--- src/skl_pkg.sv ---
// Shared constants and types of the streaming k-th largest tracker.
// No dependencies; used by the cell, group and top-level modules.
package skl_pkg;

  localparam int MAX_K    = 64;
  localparam int VALUE_W  = 32;
  localparam int RANK_W   = 7;
  // Count holds up to MAX_K + 1 before it is clamped to the rank.
  localparam int CNT_W    = $clog2(MAX_K + 2);
  localparam int CMP_W    = (CNT_W > RANK_W) ? CNT_W : RANK_W;
  localparam int GRP_SIZE = 8;
  localparam int NUM_GRP  = (MAX_K + GRP_SIZE - 1) / GRP_SIZE;
  localparam int CELLS_PAD = NUM_GRP * GRP_SIZE;

  typedef logic signed [VALUE_W-1:0] value_t;
  typedef logic [CNT_W-1:0]          count_t;

  // What a cell hands to its right-hand neighbor.
  typedef struct packed {
    logic   ge;
    value_t value;
  } link_t;

  // Per-cell control decoded from the occupancy count.
  typedef struct packed {
    logic occupied;
    logic tail;
  } cell_ctl_t;

endpackage

--- src/skl_group.sv ---
// Registered OR stage that merges the taps of one group of cells.
// Depends on skl_pkg. At most one tap in the whole chain is nonzero-selected.
module skl_group import skl_pkg::*; (
  input  logic                             clk,
  input  logic                             load,
  input  logic [GRP_SIZE-1:0][VALUE_W-1:0] taps,
  output value_t                           merged_r
);

  value_t merged_nxt;

  always_comb begin
    merged_nxt = '0;
    for (int i = 0; i < GRP_SIZE; i++) begin
      merged_nxt = merged_nxt | value_t'(taps[i]);
    end
  end

  always_ff @(posedge clk) begin
    if (load) begin
      merged_r <= merged_nxt;
    end
  end

endmodule

--- config.mk ---
export PLATFORM = sky130hd
export DESIGN_NAME = skl_group
export DESIGN_NICKNAME = d
export VERILOG_FILES = /design/src/skl_pkg.sv /design/src/skl_group.sv
export SDC_FILE = /design/constraint.sdc
export NUM_CORES = 1
export LEC_CHECK = 0
export BUFFER_PORTS_ARGS = -buffer_cell sky130_fd_sc_hd__buf_4
export CAP_MARGIN = 20
export CORE_AREA = 2 2 111 113
export CTS_CLUSTER_SIZE = 40
export DETAILED_ROUTE_END_ITERATION = 10
export DIE_AREA = 0 0 113 115
export GPL_ROUTABILITY_DRIVEN = 0
export GPL_TIMING_DRIVEN = 0
export PLACE_DENSITY = 0.57
export SLEW_MARGIN = 20
export SYNTH_ARGS = -nofsm -noshare
export SYNTH_HDL_FRONTEND = slang
export SYNTH_SLANG_ARGS = --single-unit
--- constraint.sdc ---
create_clock -name clk -period 0.8 [get_ports clk]
set_clock_uncertainty 0.15 [all_clocks]
set_input_delay 0.08 -clock clk [delete_from_list [all_inputs] [get_ports clk]]
set_output_delay 0.08 -clock clk [all_outputs]
set_load 0.03 [all_outputs]
==> metrics.txt <==
DRC viols=17; Worst-path clk slew=0.05 ns; Synthesized Nets=just under 400; DIE AREA=between 10,000 and 15,000 um2; failing checks=design-rule violations, negative hold slack, negative setup slack; final setup fails=32; fillcell total=roughly 1,200; Critical Path Sink Type=primary output; Crit path arrival time=roughly 0.84 ns; Die W=113 um; total iterations of the first detailed-routing run=7; CTS buffer count=5; DRT iter0 DRCs=39; Total Routing Usage GR=~11%; post-synth top area cell=edfxtp_1; Synth async-reset ratio=0%; Synth top cells by count=nor4_1 (64), edfxtp_1 (32), nand2_1 (32); Netlist cell types=3; Yosys reg bits=32; Cell Area, Placed=3830 um2; pin count of the biggest net entering global routing=33; Period minus WS final=1.07 ns; Top reg by flops=merged_r; core area=11,800 um2; post-layout net count=682; area delta synth->final=178%; CP max stage delay=0.41 ns; most common cell in the netlist=nor4_1; number of max-cap violations=0; GRT overflow=0; Critical Path RT=around 0.57 ns; FP Rows=40; final instance area=a little over 4000 um2; largest cells by area after synthesis=edfxtp_1 (65%), nor4_1 (27%), nand2_1 (8.1%); first-pass GRT wire length=roughly 11,000 um; clock sinks=32; hpwl dp=6720 um; CTS H-Tree Depth=2; Multi-input gate area=between 500 and 600 um2; ys flop type=edfxtp_1; sequential area share after synthesis=between 60% and 70%; YS warnings=0; # IOs=just under 300; post-route ant nets=0; hold_ws=-0.0899 ns; total power=just over 0.005 W; max reg flops=32; routed via count=2,306; n_diodes=0; crit path cell chain=buf_6; cells after synthesis=between 100 and 150; Mapped Avg Cell Area=around 12 um2; Max FO, Critical Path=1; number of global-route vias before repair=between 2,000 and 2,500; status=finished, violations left; drt wl/cell=13.6 um; leakage power=~1.9 nW; Power Density=~1300 nW/um2; Tcrit/Tclk final=134%; Max Clk Rate=slightly above 900 MHz; Slew HR=a little over two thirds; Post-synth EDFFs=32; Buf+Inv Stages, Crit Path=1; max-slew violations=0; Die Y=115 um; Final Hold Vio Count=32; Setup CP Type=reg -> out; Sequential Area=between 900 and 1000 um2; CP startpoint kind=register; leading registers by flop count=merged_r x32; Max clock buf depth=2; root buffer cell=clkbuf_16; initial antenna violation count=0; Yosys top cell area share=between 60% and 70%; layout cells sized above 1=a little over two thirds; Tightest Hold Check Type=in -> reg; Port-buffer cells=between 200 and 300; CTS tree=built; crit-path leading delay family=flip-flops; Initial Util=12.5%; RSZ-0062 raised after global routing=yes; Vias per Instance=around 4.0; Routed Wire Length=7750 um; worst setup margin=-0.272 ns; slowest CP cell=edfxtp_1; Max VDD drop=699 uV; worst slew pin tran=0.441 ns; synthesized area=between 1000 and 1500 um2
[path summary, 6_finish.rpt]
path	slack (ns)	endpoint	start	cells after the start
worst max-delay path	-0.27	merged_r[16]	merged_r[16]	1
worst min-delay path	-0.09	merged_r[0]	taps[224]	3
[layout by cell type (no fill, tap or decap)]
| cell | count |
|---|---|
| nor4_2 | 4 |
| buf_6 | 32 |
| nor4_1 | 60 |
| clkbuf_16 | 5 |
| edfxtp_1 | 32 |
| buf_4 | 257 |
| clkinv_1 | 2 |
| nand2_1 | 32 |
[where the power goes]
group          switching [W]  internal [W]  total, W
registers          0.0000407       0.00193   0.00197
clock network       0.000652       0.00111   0.00176
logic               0.000477      0.000981   0.00146
[cells by family after synthesis]
logic type / synth area share, %
flops: 64.9
simple gates: 35.1
[metal layers]
metal | track usage (%) | up-vias | routed length, um | part of all wire, %
met5 | 0 | - | 0 | 0
met4 | 3.82 | 0 | 154 | 2.0
met3 | 3.27 | 14 | 761 | 9.8
met2 | 22.2 | 145 | 4390 | 57
met1 | 10.4 | 1011 | 2450 | 32
li1 | - | 1136 | - | -
[final cells by class]
cell class	count	share of cell area (%)
repair buffers	289	55.7
well taps	147	4.47
clock inverters	2	0.183
flip-flops and latches	32	23.4
clock buffers	5	3.04
multi-input cells	96	13.3
[what timing repair did]
action,CTS,global route
endpoints found under the setup margin,32,36
hold endpoints to repair,32,32
setup buffers,0,0
resized for setup,32,4
[metrics by stage]
step	cells	setup slack [ns]	TNS (ns)	util, %	hold WS [ns]
after CTS	571	-0.304	-7.86	34.6	-0.0997
after detailed placement	564	-0.253	-12.96	32.5	0.187
after global routing	571	-0.300	-8.32	34.8	-0.0879
after floorplan	128	0.00133	0	-	0.0425
final	571	-0.272	-7.39	34.8	-0.0899
after global placement	564	-0.263	-12.05	32.5	0.187
(Power assumes the default switching activity.)
