[src/skl_pkg.sv]
// Shared constants and types of the streaming k-th largest tracker.
// No dependencies; used by the cell, group and top-level modules.
package skl_pkg;

  localparam int MAX_K    = 64;
  localparam int VALUE_W  = 32;
  localparam int RANK_W   = 7;
  // Count holds up to MAX_K + 1 before it is clamped to the rank.
  localparam int CNT_W    = $clog2(MAX_K + 2);
  localparam int CMP_W    = (CNT_W > RANK_W) ? CNT_W : RANK_W;
  localparam int GRP_SIZE = 8;
  localparam int NUM_GRP  = (MAX_K + GRP_SIZE - 1) / GRP_SIZE;
  localparam int CELLS_PAD = NUM_GRP * GRP_SIZE;

  typedef logic signed [VALUE_W-1:0] value_t;
  typedef logic [CNT_W-1:0]          count_t;

  // What a cell hands to its right-hand neighbor.
  typedef struct packed {
    logic   ge;
    value_t value;
  } link_t;

  // Per-cell control decoded from the occupancy count.
  typedef struct packed {
    logic occupied;
    logic tail;
  } cell_ctl_t;

endpackage

[src/skl_cell.sv]
// One storage cell of the sorted insertion chain.
// Depends on skl_pkg.
module skl_cell import skl_pkg::*; (
  input  logic      clk,
  input  logic      upd,
  input  value_t    sample,
  input  cell_ctl_t ctl,
  input  link_t     left_link,
  output link_t     right_link,
  output value_t    tap
);

  value_t value_r;
  value_t value_nxt;
  logic   ge;

  // Entries at or above the new sample stay put; the first one below it takes
  // the sample and every later one takes its left neighbor's old value.
  assign ge = ctl.occupied && (value_r >= sample);

  always_comb begin
    if (ge) begin
      value_nxt = value_r;
    end else if (left_link.ge) begin
      value_nxt = sample;
    end else begin
      value_nxt = left_link.value;
    end
  end

  always_ff @(posedge clk) begin
    if (upd) begin
      value_r <= value_nxt;
    end
  end

  assign right_link.ge    = ge;
  assign right_link.value = value_r;
  assign tap              = ctl.tail ? value_nxt : '0;

endmodule

[config.mk]
export PLATFORM = sky130hd
export DESIGN_NAME = skl_cell
export DESIGN_NICKNAME = d
export VERILOG_FILES = /design/src/skl_pkg.sv /design/src/skl_cell.sv
export SDC_FILE = /design/constraint.sdc
export NUM_CORES = 1
export LEC_CHECK = 0
export CAP_MARGIN = 20
export CORE_ASPECT_RATIO = 1.5
export CORE_MARGIN = 5
export CORE_UTILIZATION = 58
export CTS_CLUSTER_DIAMETER = 80
export DETAILED_ROUTE_END_ITERATION = 16
export DONT_BUFFER_PORTS = 1
export PLACE_DENSITY_LB_ADDON = 0.1
export SETUP_SLACK_MARGIN = 0.3
export SYNTH_ARGS = -nofsm -noshare
export SYNTH_HDL_FRONTEND = slang
export SYNTH_SLANG_ARGS = --single-unit
[constraint.sdc]
create_clock -name clk -period 7.6 [get_ports clk]
set_input_delay 1.52 -clock clk [delete_from_list [all_inputs] [get_ports clk]]
set_output_delay 1.52 -clock clk [all_outputs]
set_load 0.1 [all_outputs]
==> impl_summary.md <==
Die
The number of top-level design ports is 134. After floorplanning, the core was sized to cover slightly below 5000 um^2. The die area is 6580 um^2. The initialized floorplan defines 31 standard-cell rows. The height of the die is 96.9 um. In this run the horizontal extent of the chip is around 68 um. The initial utilization of the core area, before any placement, comes to 0.602.

Final layout
Relative to the synthesized area, the layout overhead comes to 22.1%. At the end of the flow the core is filled with cells to 0.735. The layout filler cell count is roughly 360.

The flip-flop count of the largest register, all copies and words added is 32. The post-layout net count is 424. The fraction of final layout cells sized beyond drive strength 1 is 0.257. The number of diodes added for antenna fixing is 0. In the final layout, the registers with the most flip-flops are value_r x32. Excluding fillers, the count of instances in the completed layout stands at a little under 400. The register ranked first by flip-flop count is value_r.

Setup path
The launching element type of the critical path is an input port. On the critical path, the stage with the largest delay is an instance of and2_4. The classification of the worst setup path is input port to primary output. STA puts the critical path data arrival time at approximately 4.2 ns.

The largest fanout on the critical path is 35. STA classifies the critical path endpoint as a primary output. For the worst setup path, the data required time is ~6.1 ns. The peak per-stage delay on the critical path is 0.56 ns. Traced cell by cell, the critical path runs through inv_1, ha_1, nand4_2, nor4_4, a2bb2oi_1, and3_4, o21ai_4, and2_4, buf_12, a211oi_4, buf_4.

Logic synthesis
Synthesis produced 301 cells. The synthesized netlist occupies a cell area of 2920 um^2. For this run, the number of Yosys warnings is 0. The synthesized design contains 32 enable-type register cells. Sorting the synthesized cells by area gives the leading types as edfxtp_1 (33%), ha_1 (14%), a21oi_1 (13%). The dominant cell type by area after synthesis is edfxtp_1. In the synthesized netlist the dominant register cell turns out to be edfxtp_1.

In the synthesized netlist, the cells that appear most often are a21oi_1 (78), inv_1 (34), edfxtp_1 (32), ha_1 (32), mux2i_1 (32). The synthesized design contains 32 register bits. The number of unique standard cell types used by synthesis is 30. The number of nets produced by synthesis is around 400.

The most frequent cell after synthesis is a21oi_1. The share of Yosys cell area claimed by the top area cell type is 0.329. The share of flip-flops with an asynchronous set or reset is 0. The per-instance average area after synthesis is 9.69 um^2.

The portion of the post-synthesis area used by sequential elements is 0.329.

STA
The shortest period the worst path allows is 5.75 ns. Timing would allow up to 174 MHz. Setup repair after global routing left no endpoint under its margin. The final hold violation count is 0. The final-layout setup total negative slack is 0 ns. The actual slew at the worst max-slew pin is 0.995 ns. The post-route clock period utilization is 0.757. The post-route clock skew is 0.00954 ns. The number of max-slew violations in the final report is 0.

The final setup violation count is 0. The worst pin sits at a relative slew slack of 0.337.

CTS
The buffer type at the clock tree root is clkbuf_8. The total CTS buffers is 5. The maximum count of clock buffers along a single path is 2.

The post-cts repair resize count is 0. After clock tree synthesis, the clock-pin slew on the worst setup and hold paths is approximately 0.070 ns. The number of post-CTS setup repair buffers is 0. For the worst-skew pair, the clock arrives at the later sink with an insertion delay of approximately 0.28 ns. The number of hold buffers added after CTS was 0. Clock tree synthesis found a total of 32 sinks. The CTS tree is yes. CTS built an H-tree with a depth of 2.

Global route
The layer flagged by global routing as most heavily used is met2. The via count of the first global-routing pass came to 2645. For met3 alone, demand over resource in global routing was 0.0533.

The global routing usage on met1 is 0.241. The pin count of the biggest net entering global routing is 36. The number of antenna violations at the first check in global routing is 0. The remaining global-route overflow is 0. In the global route stage, overall resource usage came out at 0.238.

The global-route track usage on met2 is 0.459. The global-route wire length before repair is 12.2 mm.

Route
After detailed routing, the number of vias per cell comes to roughly 6.3. The first detailed-routing pass took 4 iterations. For this block, the via count after detailed routing is 2440.

The number of design rule violations left after detail routing is 0. Dividing the detail-routed wire length by the instance count gives 20.1 um. The routed design has 7.83 mm of wire.

The post-detailed-route count of antenna-violating nets is 0. The violation count after the first detailed-route iteration is about 110.

Flow run
The count of max-cap constraint violations is 0.

Pwr
The analysis attributes to cell leakage a power of ~1.4 nW. The highest ir drop seen on vdd is about 180 uV. The total power density per cell area is 269 nW/um^2.

Worst hold path
The path category of the worst min-delay check is input port to register.

Placement
The total instance count after detailed placement is 382. The number of port buffers is 0. Detailed placement finished with a half-perimeter wire length of 5.96 mm.

The final estimated routing congestion in global placement is 0.800.

Status
The run finished with clean final reports.
[cell families after synthesis]
logic type                 share of synthesized area
muxes                                          0.110
and+or+nand+nor                               0.0467
adders and majority gates                      0.137
DFF                                            0.329
buffers and inverters                         0.0883
AOI/OAI and AO/OA                              0.289
[cells in the final DEF, fill, tap and decap left out]
cell type | netlist | final
nand4_1 | 4 | 4
nand2_1 | 9 | 9
edfxtp_1 | 32 | 32
o21a_1 | 2 | 2
o21ai_0 | 6 | 6
nor2b_1 | 1 | 1
nor2_1 | 4 | 4
a2111oi_1 | 1 | 1
inv_2 | 1 | 1
a21oi_2 | 1 | 1
ha_1 | 32 | 32
nand4_2 | 1 | 1
a21oi_1 | 78 | 78
o311ai_4 | 0 | 1
clkbuf_1 | 10 | 1
nor4_4 | 1 | 1
inv_1 | 34 | 33
o21ai_1 | 1 | 1
buf_4 | 6 | 35
a41oi_1 | 1 | 1
a2bb2oi_1 | 1 | 1
a211oi_1 | 16 | 1
nand3_1 | 1 | 1
clkinv_2 | 0 | 2
and3_4 | 1 | 1
o21ai_4 | 1 | 1
mux2i_1 | 32 | 32
a211oi_4 | 0 | 32
and2_4 | 0 | 1
buf_12 | 0 | 1
clkbuf_8 | 0 | 5
[final cells by class]
class	count	area, um^2	area share
clock inverter	1	5.00	0.00140
tap	66	82.6	0.0232
inverter	35	133	0.0372
clock buffer	6	72.6	0.0204
sequential	32	961	0.270
multi-input combinational	213	2030	0.569
timing repair buffer	36	283	0.0794
[power breakdown]
group / switching [mW] / internal (mW) / leakage, nW
registers: 0.178 / 0.228 / 0.310
logic: 0.311 / 0.119 / 1.09
clock network: 0.0612 / 0.0622 / 0.0410
total: 0.551 / 0.409 / 1.44
[per-stage QoR]
stage	instance area [um^2]	hold slack, ns	setup WS, ns	total power [mW]
6_report	3560	1.35	1.85	0.960
5_1_grt	3560	1.33	1.72	1.00
4_1_cts	3560	1.34	1.85	0.967
3_5_place_dp	3490	1.41	1.85	0.842
3_3_place_gp	3490	1.40	1.94	0.834
2_1_floorplan	2920	1.26	0.672	0.727
[worst max-delay path, delay by kind of cell]
kind	cells	cell delay (ns)
AND/OR/NAND/NOR	4	1.33
buffers and inverters	3	0.64
AO/OA/AOI/OAI	3	0.37
adder cells (fa/ha/maj)	1	0.33
[path summary, 6_finish.rpt]
check / startpoint / to / slack [ns] / cells after the start
max reg2reg: value_r[27] / value_r[3] / 3.87 / 9
min: upd / value_r[14] / 1.35 / 0
min reg2reg: value_r[13] / value_r[13] / 1.43 / 2
max: sample[31] / tap[1] / 1.85 / 11
[metal layers]
metal | vias up | share of wire
met5 | - | 0
li1 | 1144 | -
met1 | 1196 | 0.35
met2 | 94 | 0.57
met4 | 0 | 0.0075
met3 | 6 | 0.072
Power figures use the tool's default switching activity.
